$ cat src/hdl/strip_vertex_normal_accumulator_unit_macros.svh
// assertion helpers for the strip vertex normal accumulator
`ifndef STRIP_VERTEX_NORMAL_ACCUMULATOR_UNIT_MACROS_SVH
`define STRIP_VERTEX_NORMAL_ACCUMULATOR_UNIT_MACROS_SVH
`ifndef SYNTH
`define SVNA_ASSERT_IMP(lbl, ante, cons) \
  lbl: assert property (@(posedge clk) disable iff (!rst_n) (ante) |-> (cons)) \
    else $error("svna assertion failed");
`define SVNA_ASSERT_NXT(lbl, ante, cons) \
  lbl: assert property (@(posedge clk) disable iff (!rst_n) (ante) |=> (cons)) \
    else $error("svna assertion failed");
`else
`define SVNA_ASSERT_IMP(lbl, ante, cons)
`define SVNA_ASSERT_NXT(lbl, ante, cons)
`endif
`endif

$ cat src/hdl/svna_ram.sv
`default_nettype none
module svna_ram #(
  parameter int WIDTH = 8,
  parameter int DEPTH = 16
) (
  input  wire logic                     clk,
  input  wire logic                     we,
  input  wire logic [$clog2(DEPTH)-1:0] waddr,
  input  wire logic [WIDTH-1:0]         wdata,
  input  wire logic [$clog2(DEPTH)-1:0] raddr,
  output logic      [WIDTH-1:0]         rdata
);

  logic [WIDTH-1:0] mem [DEPTH];

  always_ff @(posedge clk) begin
    if (we) begin
      mem[waddr] <= wdata;
    end
    rdata <= mem[raddr];
  end

endmodule
`default_nettype wire

$ cat config.mk
export PLATFORM = sky130hd
export DESIGN_NAME = svna_ram
export DESIGN_NICKNAME = d
export VERILOG_FILES = /design/src/hdl/strip_vertex_normal_accumulator_unit_macros.svh /design/src/hdl/svna_ram.sv
export SDC_FILE = /design/constraint.sdc
export NUM_CORES = 1
export LEC_CHECK = 0
export BUFFER_PORTS_ARGS = -buffer_cell sky130_fd_sc_hd__buf_2
export CAP_MARGIN = 15
export CORE_UTILIZATION = 50
export CTS_CLUSTER_DIAMETER = 150
export DETAILED_ROUTE_END_ITERATION = 8
export HOLD_SLACK_MARGIN = 0.1
export PLACE_DENSITY_LB_ADDON = 0.12
export RECOVER_POWER = 25
export SYNTH_ARGS = -nofsm -noshare
export SYNTH_HDL_FRONTEND = slang
export SYNTH_SLANG_ARGS = --single-unit
$ cat constraint.sdc
create_clock -name clk -period 1.8 [get_ports clk]
set_input_delay 0.09 -clock clk [delete_from_list [all_inputs] [get_ports clk]]
set_output_delay 0.09 -clock clk [all_outputs]
set_load 0.03 [all_outputs]
==> results.yml <==
route:
  drtIter0Drc: 249
  post_detailed_route_via_to_cell_ratio: 5.67
  vias_after_detailed_routing: 2496
  ant_nets: 0
  post_drt_wl_per_cell_microns: 21.9
  drt-pass1-iter-count: 4
  wl_microns: 9650
  post-route-drc-count: 0
finish:
  areaGrowthSynthToFinish_pct: 20.1
  post-route-util: 0.627
  final_layout_size_suffix_gt1_frac: 0.283
  antenna_cells_inserted: 0
  commonest_cells_after_routing_fill_and_taps_aside: "128 x sky130_fd_sc_hd__edfxtp_1, 20 x sky130_fd_sc_hd__buf_2, 20 x sky130_fd_sc_hd__buf_4"
  nNetsFinal: 313
  finalInstanceArea_sq_mm: 0.00618
  final_common_cell: "sky130_fd_sc_hd__edfxtp_1"
yosys:
  syn_area_per_cell_sq_um: 22.5
  largest_family_of_logic_cells_by_synthesized_area: "multiplexers"
  synth_ff_type: "sky130_fd_sc_hd__edfxtp_1"
  postSynthNetCount: 247
  synth-simple-area-share: 0.0318
  synth_enable_flop_cells: 128
  synth-compound-area-share: 0.0233
  postSynthCellCount: 229
  synth_warnings: 0
  synth_area_sq_mm: 0.00515
  synth_fa_ha_area_frac: 0
  yosys.area_share.xor_xnor: 0
  synth_seq_area_share: 0.778
  multiplexer_area_fraction_after_synthesis: 0.150
  synthArstFlopShare: 0
  synth.distinct_cells: 19
  yosys_register_bits: 136
cts:
  cts.sink_count: 136
  clock_tree_from_tritoncts: "yes"
  insertion_delay_ns: 0.51
  clk_transition_reported_paths_ns: 0.06
  clock_tree.htree_level_count: 4
  tritoncts.num_buffers: 17
  clock_path_buffers: 2
  clock-root-buffer: "sky130_fd_sc_hd__clkbuf_8"
min_path:
  hp-start: "waddr[1]"
  hp-class: "in2reg"
floorplanning:
  core_sq_mm: 0.00986
  starting_density_of_the_core: 0.522
  fp-row-count: 36
  die_height_microns: 103
  dieArea_sq_mm: 0.0107
  number_of_top_level_pins: 26
  die_width_microns: 103
setup_path:
  critical_path.cell_chain: "mux4_1, a22oi_1, nand2_1"
  timing.critical_path.required_ns: 2.19
  worst_path_dominant_cell_family: "multiplexers"
  critPathArrivalTime_ns: 1.77
  worstPathMaxFanout: 1
  worst_setup_path_end_kind: "flop"
  cpMaxStageDelayCell: "sky130_fd_sc_hd__mux4_1"
  cpPeakStageDelay_ns: 0.54
  crit_path_start: "mem[5][1]$_DFFE_PP_"
  launch_instance_of_the_worst_register_to_register_path: "mem[5][1]$_DFFE_PP_"
  worst-path-buf-inv: 0
  cp_launch_type: "flop"
  criticalPathCategory: "reg2reg"
power:
  internal_dissipation_w: 0.00564
  switching_power_w: 0.00143
  netSwitchingFraction: 0.203
  power.share.clock: 0.442
  post-layout-total-power_w: 0.00708
  power.sequential.fraction: 0.504
  power.density_cell_area_mw_per_mm2: 1150
  power.combinational.fraction: 0.054
  power.ir.vdd_worst_mv: 0.466
  static-leakage-power_nw: 2.11
global_routing:
  grt_remaining_overflow: 0
  grt_max_degree: 33
  first_global_vias: 2528
  grt_first_pass_wirelength_microns: 14700
  grt.total_usage: 0.205
  antenna_found_initial: 0
sta:
  setup_total_negative_slack_ns: 0
  max_slew_margin: 0.558
  finalCritPeriodShare: 0.764
  timing.final.max_slew_violations: 0
  hold_fails_final_rpt: 0
  tightest_slew_ns: 0.664
  setup_viol: 0
  skew_ns: 0.0101
  maxClockFrequency_mhz: 727
  rsz_0062_raised_after_global_routing: "false"
  final.min_clock_period_ns: 1.38
outcome:
  run_status: "finished, final reports clean"
place:
  placed_cell_area_sq_mm: 0.00556
  numPortBuffers: 25
  detailed_place_hpwl_microns: 6210
  gp_routability_congestion: 0.695
flow_run:
  cap_viol_max_count: 0
[kinds of logic after synthesis]
group	after synthesis
mux	32
compound gates	16
flops	136
simple gates	35
buf+inv	10
[area by class of cell]
class	instances	area [sq um]
Clock inverter	10	105
Fill cell	703	3680
Multi-Input combinational cell	83	1060
Sequential cell	136	4000
Timing Repair Buffer	57	419
Clock buffer	21	429
Tap cell	133	166
[Yosys cell counts, types with 2 or more instances]
master	n	share of area
sky130_fd_sc_hd__dfxtp_1	8	0.031
sky130_fd_sc_hd__nand2b_1	2	0.0024
sky130_fd_sc_hd__nor2_1	13	0.0095
sky130_fd_sc_hd__nand3b_1	2	0.0029
sky130_fd_sc_hd__clkdlybuf4s25_2	3	0.0058
sky130_fd_sc_hd__mux4_1	14	0.071
sky130_fd_sc_hd__nor3_1	4	0.0039
sky130_fd_sc_hd__edfxtp_1	128	0.75
sky130_fd_sc_hd__a22oi_1	16	0.023
sky130_fd_sc_hd__buf_2	3	0.0029
sky130_fd_sc_hd__mux4_2	18	0.079
sky130_fd_sc_hd__nand2_1	9	0.0066
sky130_fd_sc_hd__buf_6	3	0.0066
[sequential cells by signal, indices dropped and copies added, names as in the netlist]
register	count
mem	128
rdata	8
[tightest hold or removal path, cell delays in order]
cell                     delay [ns]
sky130_fd_sc_hd__buf_2         0.15
sky130_fd_sc_hd__nor3_1        0.09
sky130_fd_sc_hd__buf_4         0.15
[power by group through the flow]
stage	Combinational [W]	Sequential (W)	Clock, W
floorplan	0.000180	0.00366	0
global placement	0.000369	0.00363	0
detailed placement	0.000377	0.00363	0
CTS	0.000392	0.00356	0.00319
global route	0.000418	0.00357	0.00333
finish	0.000386	0.00356	0.00313
[metal layers]
metal | vias to the layer above | global-route usage | share of wire
li1 | 1107 | - | -
met1 | 1319 | 0.291 | 0.47
met2 | 61 | 0.310 | 0.48
met3 | 9 | 0.0524 | 0.042
met4 | 0 | 0.0748 | 0.0073
met5 | - | 0 | 0
[timing repair]
item | in CTS | in global routing
endpoints found under the hold margin | 132 | 0
gates resized for setup | 0 | 0
hold buffers | 9 | 0
setup buffers | 0 | 0
endpoints found under the setup margin | 0 | 0
[stage by stage]
step	std cells	worst slack, ns	hold slack (ns)
after floorplan	229	0.217	0.189
after global placement	400	0.137	0.474
after detailed placement	400	0.146	0.490
after CTS	440	0.384	0.101
after global routing	440	0.314	0.135
final	440	0.425	0.128
[worst paths after layout]
path | endpoint | slack [ns] | cells past startpoint
setup / recovery | rdata[1]$_DFF_P_ | 0.42 | 3
hold / removal | mem[4][4]$_DFFE_PP_ | 0.13 | 3
hold reg to reg | rdata[2]$_DFF_P_ | 0.68 | 3
setup reg to reg | rdata[1]$_DFF_P_ | 0.42 | 3
Note: power is estimated with default switching activity, not from simulation.
