`src/hdl/strip_vertex_normal_accumulator_unit_macros.svh`:
```
// assertion helpers for the strip vertex normal accumulator
`ifndef STRIP_VERTEX_NORMAL_ACCUMULATOR_UNIT_MACROS_SVH
`define STRIP_VERTEX_NORMAL_ACCUMULATOR_UNIT_MACROS_SVH
`ifndef SYNTH
`define SVNA_ASSERT_IMP(lbl, ante, cons) \
  lbl: assert property (@(posedge clk) disable iff (!rst_n) (ante) |-> (cons)) \
    else $error("svna assertion failed");
`define SVNA_ASSERT_NXT(lbl, ante, cons) \
  lbl: assert property (@(posedge clk) disable iff (!rst_n) (ante) |=> (cons)) \
    else $error("svna assertion failed");
`else
`define SVNA_ASSERT_IMP(lbl, ante, cons)
`define SVNA_ASSERT_NXT(lbl, ante, cons)
`endif
`endif

```
`src/hdl/svna_pkg.sv`:
```
`default_nettype none
package svna_pkg;

  localparam int VERTEX_DEPTH = 4096;
  localparam int IDX_W        = $clog2(VERTEX_DEPTH);
  localparam int POS_W        = 24;
  localparam int EDGE_W       = POS_W + 1;
  localparam int MUL_W        = 31;
  localparam int PROD_W       = 2 * MUL_W;
  localparam int GAIN_W       = 4;
  localparam int CROSS_W      = 56;
  localparam int MAG_W        = CROSS_W - 1;
  localparam int NORM_BITS    = 30;
  localparam int FRAC_W       = 14;
  localparam int SQ_W         = 63;
  localparam int LEN_W        = 32;
  localparam int NUM_W        = 46;
  localparam int DCNT_W       = $clog2(NUM_W + 1);
  localparam int SUM_W        = 23;
  localparam int HIT_W        = 8;
  localparam int NRM_W        = 16;
  localparam int ENTRY_W      = 3 * SUM_W + HIT_W;
  localparam int IN_DATA_W    = 88;
  localparam int IN_USER_W    = 3;
  localparam int OUT_DATA_W   = 56;

  localparam logic [GAIN_W-1:0] GAIN_RESET = 4'd5;
  localparam logic [HIT_W-1:0]  HIT_MAX    = 8'hFF;
  localparam logic [HIT_W-1:0]  HIT_ONE    = 8'd1;

  typedef enum logic [1:0] {
    OP_VERTEX = 2'd0,
    OP_FINAL  = 2'd1,
    OP_CLEAR  = 2'd2,
    OP_NONE   = 2'd3
  } op_t;

  typedef struct packed {
    logic [HIT_W-1:0]        hit;
    logic signed [SUM_W-1:0] sz;
    logic signed [SUM_W-1:0] sy;
    logic signed [SUM_W-1:0] sx;
  } entry_t;

  typedef struct packed {
    logic busy;
    logic done;
  } div_stat_t;

endpackage
`default_nettype wire

```
`src/hdl/svna_div.sv`:
```
`default_nettype none
module svna_div (
  input  wire logic                      clk,
  input  wire logic                      rst_n,
  input  wire logic                      start,
  input  wire logic [svna_pkg::NUM_W-1:0] num,
  input  wire logic [svna_pkg::LEN_W-1:0] den,
  output svna_pkg::div_stat_t             stat,
  output logic      [svna_pkg::NUM_W-1:0] quot
);
  import svna_pkg::*;

  logic [NUM_W-1:0]  quo_r, quo_nxt;
  logic [LEN_W:0]    rem_r, rem_nxt;
  logic [LEN_W-1:0]  den_r;
  logic [DCNT_W-1:0] cnt_r;
  logic              busy_r, done_r;
  logic [LEN_W:0]    shifted;
  logic [LEN_W+1:0]  trial;

  // restoring division, one quotient bit a cycle
  always_comb begin
    shifted = {rem_r[LEN_W-1:0], quo_r[NUM_W-1]};
    trial   = {1'b0, shifted} - {2'b00, den_r};
    if (!trial[LEN_W+1]) begin
      rem_nxt = trial[LEN_W:0];
      quo_nxt = {quo_r[NUM_W-2:0], 1'b1};
    end else begin
      rem_nxt = shifted;
      quo_nxt = {quo_r[NUM_W-2:0], 1'b0};
    end
  end

  always_ff @(posedge clk) begin
    if (!rst_n) begin
      busy_r <= 1'b0;
      done_r <= 1'b0;
      cnt_r  <= '0;
    end else begin
      done_r <= 1'b0;
      if (start) begin
        busy_r <= 1'b1;
        cnt_r  <= DCNT_W'(NUM_W);
      end else if (busy_r) begin
        cnt_r <= cnt_r - 1'b1;
        if (cnt_r == DCNT_W'(1)) begin
          busy_r <= 1'b0;
          done_r <= 1'b1;
        end
      end
    end
  end

  always_ff @(posedge clk) begin
    if (start) begin
      quo_r <= num;
      rem_r <= '0;
      den_r <= den;
    end else if (busy_r) begin
      quo_r <= quo_nxt;
      rem_r <= rem_nxt;
    end
  end

  assign stat.busy = busy_r;
  assign stat.done = done_r;
  assign quot      = quo_r;

endmodule
`default_nettype wire

```
`config.mk`:
```
export PLATFORM = sky130hd
export DESIGN_NAME = svna_div
export DESIGN_NICKNAME = d
export VERILOG_FILES = /design/src/hdl/strip_vertex_normal_accumulator_unit_macros.svh /design/src/hdl/svna_pkg.sv /design/src/hdl/svna_div.sv
export SDC_FILE = /design/constraint.sdc
export NUM_CORES = 1
export LEC_CHECK = 0
export ABC_AREA = 1
export BUFFER_PORTS_ARGS = -buffer_cell sky130_fd_sc_hd__buf_2
export CAP_MARGIN = 20
export CORE_MARGIN = 2
export CORE_UTILIZATION = 48
export CTS_BUF_LIST = sky130_fd_sc_hd__clkbuf_4
export CTS_CLUSTER_SIZE = 30
export DETAILED_ROUTE_END_ITERATION = 12
export PLACE_DENSITY = 0.69
export SKIP_CTS_REPAIR_TIMING = 1
export SLEW_MARGIN = 20
export SYNTH_ARGS = -nofsm -noshare
export SYNTH_HDL_FRONTEND = slang
export SYNTH_SLANG_ARGS = --single-unit
```
`constraint.sdc`:
```
create_clock -name clk -period 4.8 [get_ports clk]
set_clock_uncertainty 0.05 [all_clocks]
set_input_delay 0.24 -clock clk [delete_from_list [all_inputs] [get_ports clk]]
set_output_delay 0.24 -clock clk [all_outputs]
set_load 0.02 [all_outputs]
```
==> results.md, run 1 <==
- The total count of max-transition violations in the final report is 0.
- Derived from the worst setup path, the maximum achievable clock frequency is 392 MHz.
- The run finished with clean final reports.
- The global routing usage summed across all routing layers is 23.7%.
- In this run the vertical extent of the chip is 130 µm.
- The worst path uses 53.2% of the clock period.
- A synthesized cell averages 7.22 µm².
- After floorplanning, the core was sized to cover 15800 µm².
- The kind of cell adding the most delay to the critical path is simple AND/OR/NAND/NOR gates.
- The count of H-tree levels built during CTS is 4.
- Fill cells in the final layout number 1473.
- In this run the critical register-to-register path is captured at rem_r[12].
- Once the floorplan was initialized, standard cells occupied 48.6% of the core.
- The synthesized design contains 118 register bits.
- After legalization and detailed placement, the total HPWL measured 14100 µm.
- Before antenna repair, the detailed router went through 5 iterations.
- The share of cells above drive strength 1 is 17.3%.
- The number of cell rows is 46.
- At the pin with the least slew margin, the transition time is 0.810 ns.
- After detailed routing, the total wire length is 20100 µm.
- For this design the total switching power over the nets is 0.000706 W.
- Headroom to the max-slew limit came out at 46.0%.
- The routed via count divided by cell count is 4.79.
- The most numerous cell on the critical path is nand2_1.
- The minimum setup slack among reg-to-reg paths is 2.25 ns.
- After detailed placement, the total cell area comes to 8420 µm².
- The clock root buffer is clkbuf_4.
- Of the total power, registers draw 51.2%.
- Net switching is 30.1% of the power.
- The count of warnings emitted by yosys is 0.
- The placed instance count is 1384.
- The min-delay analysis places its worst path in the category input pin to register.
- The number of synthesized flops with an enable pin is 78.
- The die outline area is 17000 µm².
- The number of global-route vias before repair was 6541.
- Summed over all cells, the static leakage comes to 5.06 nW.
- Entering global routing, the biggest net connects 51 pins.
- The remaining antenna violation count is 0.
- At the worst endpoint, the arrival time is 2.98 ns.
- The clock-pin slew on the worst setup and hold paths is 0.11 ns.
- The worst setup path is captured at a register.
- The endpoint required time on the critical path is 5.22 ns.
- The startpoint kind of the worst setup timing path is a register.
- The number of buffers and inverters on the critical path is 1.
- For this run, the register share of the synthesized area comes to 41.0%.
- With fillers left out, the area of the finished cells amounts to 9490 µm².
- The minimum clock period is 2.55 ns.
- The longest individual stage delay on the worst path is 0.46 ns.
- The internal portion of total power is 0.00164 W.
- The first global-routing pass estimated 31400 µm of wire.
- The die is 130 µm wide.
- After detailed routing, the average wire length per cell comes to 13.5 µm.
- The net count of the finished layout is 1381.
- The placer's final routability congestion estimate is 1.01.
- The depth of the worst hold-timing path is 3.
- The count of buffers added on input and output ports is 128.
- The pre-CTS worst setup slack is 2.26 ns.
- Counting every sink on the clock net gives 118.
- The path with the worst hold slack has its endpoint at quot[0].
- After detailed routing, the number of remaining DRC violations is 0.
- The cell area power density is 247 nW/µm².
- In this run the worst path has a maximum fanout of 35.
- Summing all flip-flop and latch instances after layout gives 3140 µm².
- Walking the worst path, the cells encountered are inv_1, ha_1, nand2_1, nand2_1, nand2_1, nand2_1, a21oi_4, nor2_4, nor2_8, nand2_8, nand2_2, nand3_1, o21ai_1.
- 129 I/O pins were placed.
- At the later pin of the worst-skew pair, clock insertion delay measures 0.54 ns.
- The slowest stage of the critical path is the nor2_8 cell.
- The max-cap violation count is 0.
- The launch instance of the worst register-to-register path is den_r[18].
- Counting the buffers created by CTS gives 17.
- After synthesis, the netlist uses 42 different library cells.
- The signed area change from the synthesized netlist to the final layout is 23.7%.
- For this run, the leading register cell type out of synthesis is edfxtp_1.
- The initial antenna violation count came to 0.
- TritonCTS built the clock tree.
- The part of the total power dissipated in the clock network is 31.0%.
- The count of routing violations after the opening detailed-route iteration is 449.
- Setup violations remaining at the end of the flow were counted as 0.
- The clock tree buffer depth is 2.
- The category of the critical setup timing path is register to register.
- The summed negative setup slack over all endpoints is 0 ns.
- The worst path meets setup with 2.25 ns of slack.
- Of the total power, combinational logic draws 17.8%.
- Once layout is complete, the cells apart from fillers number 1494.
- Summed over all layers, the global routing overflow is 0.
- VDD sags by at most 0.000168 V.
- The detailed router placed 7160 vias in this run.
- 0 antenna diodes ended up in the layout.
- The netlist area before placement is 7670 µm².
- The post-synth net total is 1179.
- The number of failing hold endpoints at the final stage is 0.
- In this run the most critical hold path is launched from num[0].
- In the final layout, the multi-input gates occupy 3620 µm².
- The async set-reset flop share out of synthesis is 0%.
- The synthesized instance count is 1063.
- The count of cells along the worst register-to-register path is 13.
- Setup repair after global routing left no endpoint under its margin.
tightest hold or removal path, delay by kind of cell:
kind / cells / cell delay, ns
buf+inv: 1 / 0.08
simple gates: 1 / 0.03
compound gates: 1 / 0.14
layout by cell type, fill, tap and decap left out, types with 3 or more instances in the layout:
cell	count
a21oi_1	23
a31oi_1	3
buf_2	127
buf_4	5
clkbuf_4	17
clkinv_4	4
dfxtp_1	40
dlygate4sd3_1	78
edfxtp_1	78
ha_1	34
inv_1	185
inv_2	6
inv_6	3
nand2_1	425
nand2_2	22
nand3_1	80
nand3_2	13
nand3b_1	11
nand4_1	9
nor2_1	44
nor2_2	5
nor3_1	7
o21ai_1	12
o21ai_2	3
xnor2_1	12
power groups by stage:
| stage | clock network, W | logic, W | registers [W] |
|---|---|---|---|
| global route | 0.000800 | 0.000462 | 0.00121 |
| CTS | 0.000749 | 0.000365 | 0.00120 |
| finish | 0.000726 | 0.000417 | 0.00120 |
| floorplan | 0 | 0.000184 | 0.00127 |
| global placement | 0 | 0.000362 | 0.00122 |
| detailed placement | 0 | 0.000365 | 0.00122 |
Yosys cell counts, types with 2 or more instances:
cell      count  area [µm²]
buf_12        2        40.0
o21ai_0       2        10.0
o21bai_1      2        15.0
buf_4         5        37.5
o21ai_1      12        60.1
nor2_2        4        25.0
nor3_2        2        20.0
nor2_4        2        22.5
buf_2         2        10.0
nand2_2      22         138
buf_6         5        56.3
nor2_1       45         169
xor2_1        2        17.5
dfxtp_1      40         801
xnor2_1      12         105
a31oi_1       3        18.8
nand3_2      13         130
buf_1         2        7.51
and2_1        2        12.5
nand3b_1     11        82.6
ha_1         34         425
nor3_1        7        35.0
inv_2         5        18.8
nand3_1      80         400
nand4_1       9        56.3
inv_1       186         698
nand2_1     425        1600
o21ai_2       3        26.3
a21oi_1      23         115
clkbuf_1     11        41.3
edfxtp_1     78        2340
nor4_1        2        12.5
kinds of logic after synthesis:
kind of cell / count (synthesis) / synth area share, %
AND/OR/NAND/NOR: 628 / 35.9
buffers and inverters: 218 / 11.9
flip-flops: 118 / 41.0
AO/OA/AOI/OAI: 50 / 3.83
adder cells (fa/ha/maj): 35 / 5.81
XOR/XNOR: 14 / 1.60
sequential cells by signal, summed over array words and instances (netlist names):
name / cells
cnt_r: 6
done_r: 1
quot: 46
rem_r: 32
busy_r: 1
den_r: 32
worst max path at each step:
stage | startpoint | to | slack (ns) | cells after the start
6_report | den_r[18] | rem_r[12] | 2.25 | 13
2_1_floorplan | busy_r | quot[0] | 2.23 | 3
3_5_place_dp | den_r[19] | rem_r[12] | 2.26 | 13
5_1_grt | den_r[6] | rem_r[12] | 1.96 | 15
3_3_place_gp | den_r[18] | rem_r[11] | 2.33 | 13
4_1_cts | den_r[19] | rem_r[12] | 2.22 | 13
area by class of cell:
class                   instances  share of cell area, %
well taps                     216                   2.85
inverters                     191                   7.56
repair buffers                210                   15.3
clock inverters                15                   1.62
flip-flops and latches        118                   33.1
multi-input cells             727                   38.2
clock buffers                  17                   1.35
per-stage QoR:
step	power, W	hold WS [ns]	util [%]
after detailed placement	0.00158	0.368	53.4
final	0.00234	0.0285	60.2
after global placement	0.00158	0.366	53.4
after CTS	0.00231	-0.232	55.2
after global routing	0.00247	0.00805	60.2
after floorplan	0.00145	0.289	-
routing by layer:
metal | share of wire [%] | vias to the layer above | track usage (%) | wire length (µm)
li1 | - | 3710 | - | -
met1 | 46 | 3214 | 31.3 | 9260
met2 | 46 | 205 | 37.6 | 9220
met3 | 6.0 | 31 | 6.76 | 1210
met4 | 2.0 | 0 | 8.01 | 400
met5 | 0 | - | 0 | 0
Note: power is estimated with default switching activity, not from simulation.
==> inputs of run 2 (changes only) <==
--- a/config.mk
+++ b/config.mk
@@ -13,7 +13,7 @@
 export CTS_BUF_LIST = sky130_fd_sc_hd__clkbuf_4
 export CTS_CLUSTER_SIZE = 30
 export DETAILED_ROUTE_END_ITERATION = 12
-export PLACE_DENSITY = 0.69
+export PLACE_DENSITY = 0.71
 export SKIP_CTS_REPAIR_TIMING = 1
 export SLEW_MARGIN = 20
 export SYNTH_ARGS = -nofsm -noshare
==> constraint.sdc (replaced) <==
create_clock -name clk -period 2.25 [get_ports clk]
set_clock_uncertainty 0.05 [all_clocks]
set_input_delay 0.1125 -clock clk [delete_from_list [all_inputs] [get_ports clk]]
set_output_delay 0.1125 -clock clk [all_outputs]
set_load 0.02 [all_outputs]
==> results.md, run 2 (same netlist as run 1, synthesis figures left out) <==
- The maximum fanout count along the critical path is 10 (-71%).
- The number of cell rows is 46 (unchanged).
- The initial standard-cell utilization of the core is 48.6% (unchanged).
- The static power due to leakage is 5.33 nW (+5.1%).
- The die extent in x is 130 µm (unchanged).
- The cell area power density is 490 nW/µm² (+98%).
- The worst slew margin relative to its limit is 45.1% (-0.87 points).
- TritonCTS built the clock tree.
- The total of buffers placed on input and output ports is 128 (unchanged).
- The number of optimization iterations in the first detailed-route pass is 6 (+1).
- Setup repair after global routing could not meet its margin everywhere.
- The worst setup path is launched from a register.
- The proportion of total power due to net switching was 32.8% (+2.7 points).
- The maximum clock frequency is 467 MHz (+19%).
- The largest net degree at the start of global routing is 63 (+24%).
- The combinational share of power is 20.3% (+2.5 points).
- The clock latency at the later pin of the worst-skew pair was 0.56 ns (+0.02 ns).
- The routed via count divided by cell count was 4.94 (+3.0%).
- The remaining antenna violation count is 0 (unchanged).
- The clock tree buffer depth came to 2 (unchanged).
- The part of the cycle the worst path needs came to 95.2% (+42 points).
- The first-pass GRT wire length is 32500 µm (+3.5%).
- The number of flip-flops in the largest register is 46 (unchanged).
- The worst vdd rail ir drop is 0.000388 V (+130%).
- The post-layout worst setup margin is 0.109 ns (-2.14 ns).
- The TritonCTS sink count is 118 (unchanged).
- The wire length after detailed routing is 22600 µm (+12%).
- The placed instance count is 1419 (+2.5%).
- The data arrival time of the critical path is 2.38 ns (-0.60 ns).
- The net switching component of the power is 0.00164 W (+130%).
- The number of failing setup endpoints in the final timing report was 0 (unchanged).
- The category of the worst setup path capture point is a register.
- The flow ran to the end, and the final reports show no timing, DRC or antenna violations.
- The slew at the pin closest to its max-slew limit was 0.823 ns (+0.0131 ns).
- The count of pins on the block boundary is 129 (unchanged).
- The minimum clock period is 2.14 ns (-0.413 ns).
- The placeable core region is 15800 µm² (unchanged).
- The library cell used most frequently in the layout, excluding fill and tap cells, is nand2_1.
- The category of the critical setup timing path is register to register.
- The max-cap violation count is 0 (unchanged).
- The remaining design rule violation count came to 0 (unchanged).
- The number of vias after detailed routing is 7610 (+6.3%).
- The number of global-route vias before repair is 6791 (+3.8%).
- The number of buffers inserted during clock tree synthesis is 17 (unchanged).
- The library cells used most frequently in the layout, excluding fill and tap cells, are 415 x nand2_1, 179 x inv_1, 128 x buf_2, 80 x dlygate4sd3_1, 78 x edfxtp_1.
- The internal portion of total power is 0.00337 W (+110%).
- The fill cell total of the finished layout is 1389 (-5.7%).
- The number of failing hold endpoints at the final stage is 0 (unchanged).
- The total count of max-transition violations in the final report came to 0 (unchanged).
- The share of cells above drive strength 1 is 23.9% (+6.6 points).
- The net count of the finished layout is 1428 (+3.4%).
- The clock root buffer is clkbuf_4.
- The initial antenna violation count is 2 (+2).
- The placer's final routability congestion estimate was 0.983 (-2.9%).
- The mean routed wirelength per cell was 14.6 µm (+8.7%).
- The count of non-filler cells in the finished layout is 1542 (+3.2%).
- The floorplan die height is 130 µm (unchanged).
- The type of the tightest min-delay check is input pin to register.
- The signed area change from the synthesized netlist to the final layout is 33.3%.
- The pre-CTS worst setup slack is 0.0456 ns (-2.21 ns).
- The post-detailed-placement half-perimeter wirelength is 14800 µm (+4.8%).
- The sequential share of power is 51.2% (about the same).
- The count of routing violations after the opening detailed-route iteration is 462 (+2.9%).
- The endpoint required time on the critical path is 2.49 ns (-2.73 ns).
- The global routing usage summed across all routing layers is 24.6% (+0.94 points).
- The part of the total power dissipated in the clock network is 28.5% (-2.5 points).
- The leftover overflow at the end of global routing is 0 (unchanged).
- The clock-pin slew on the worst setup and hold paths was 0.12 ns (about the same).
- The die outline area was 17000 µm² (unchanged).
- The count of H-tree levels built during CTS came to 4 (unchanged).
[run 2: cell count changes in the layout (fill, tap and decap cells not counted), moves of 5 or more]
cell and change:
buf_12 +5, buf_4 +36, ha_1 -15, ha_4 +14, inv_1 -6, inv_2 +6
nand2_1 -10, nand2_2 +6, nand3_1 -5, nand3_2 +5, nor2_1 -10, nor2_2 +9
[run 2: worst paths after layout]
check | startpoint | end | slack, ns | cells after the start
max | den_r[18] | quot[0] | 0.11 | 12
min | den[15] | den_r[15] | 0.21 | 2
max reg2reg | den_r[18] | quot[0] | 0.11 | 12
min reg2reg | rem_r[30] | rem_r[30] | 0.43 | 2
[run 2: layer usage]
metal / part of all wire [%] / track usage, %
met5: 0.058 / 0
met4: 2.3 / 7.13
met3: 7.6 / 6.80
met2: 48 / 40.0
met1: 43 / 32.4
[run 2: power groups by stage]
stage	Sequential (W)	Combinational, W	Clock, W
final	0.00257	0.00101	0.00143
after global routing	0.00258	0.00111	0.00155
after CTS	0.00256	0.000832	0.00147
after detailed placement	0.00260	0.000831	0
after global placement	0.00260	0.000822	0
after floorplan	0.00270	0.000392	0
[run 2: stage by stage]
step	setup TNS (ns)	util (%)	power (W)	area [µm²]	hold slack [ns]
floorplan	0	-	0.00309	7670	0.161
global placement	0	55.5	0.00343	8750	0.239
detailed placement	0	55.5	0.00343	8750	0.241
CTS	0	57.0	0.00486	9000	-0.375
global route	-0.186	64.9	0.00523	10200	0.177
finish	0	64.9	0.00501	10200	0.212
[run 2: worst max-delay path, cell delays in order, from the launching register on]
cell	delay (ns)
edfxtp_1	0.38
inv_1	0.10
ha_4	0.22
nand2_1	0.07
nand2_1	0.10
nand2_2	0.09
nand2_2	0.07
a21oi_4	0.20
nor2_4	0.06
nor2_8	0.13
buf_4	0.14
buf_4	0.17
a31oi_1	0.09
[run 2: cell type report]
cell class	instances	area, µm²	area share, %
Antenna cell	1	2.50	0.0245
Clock buffer	17	128	1.25
Clock inverter	15	121	1.19
Inverter	191	717	7.01
Multi-Input combinational cell	728	3950	38.6
Sequential cell	118	3140	30.7
Tap cell	216	270	2.64
Timing Repair Buffer	256	1900	18.6
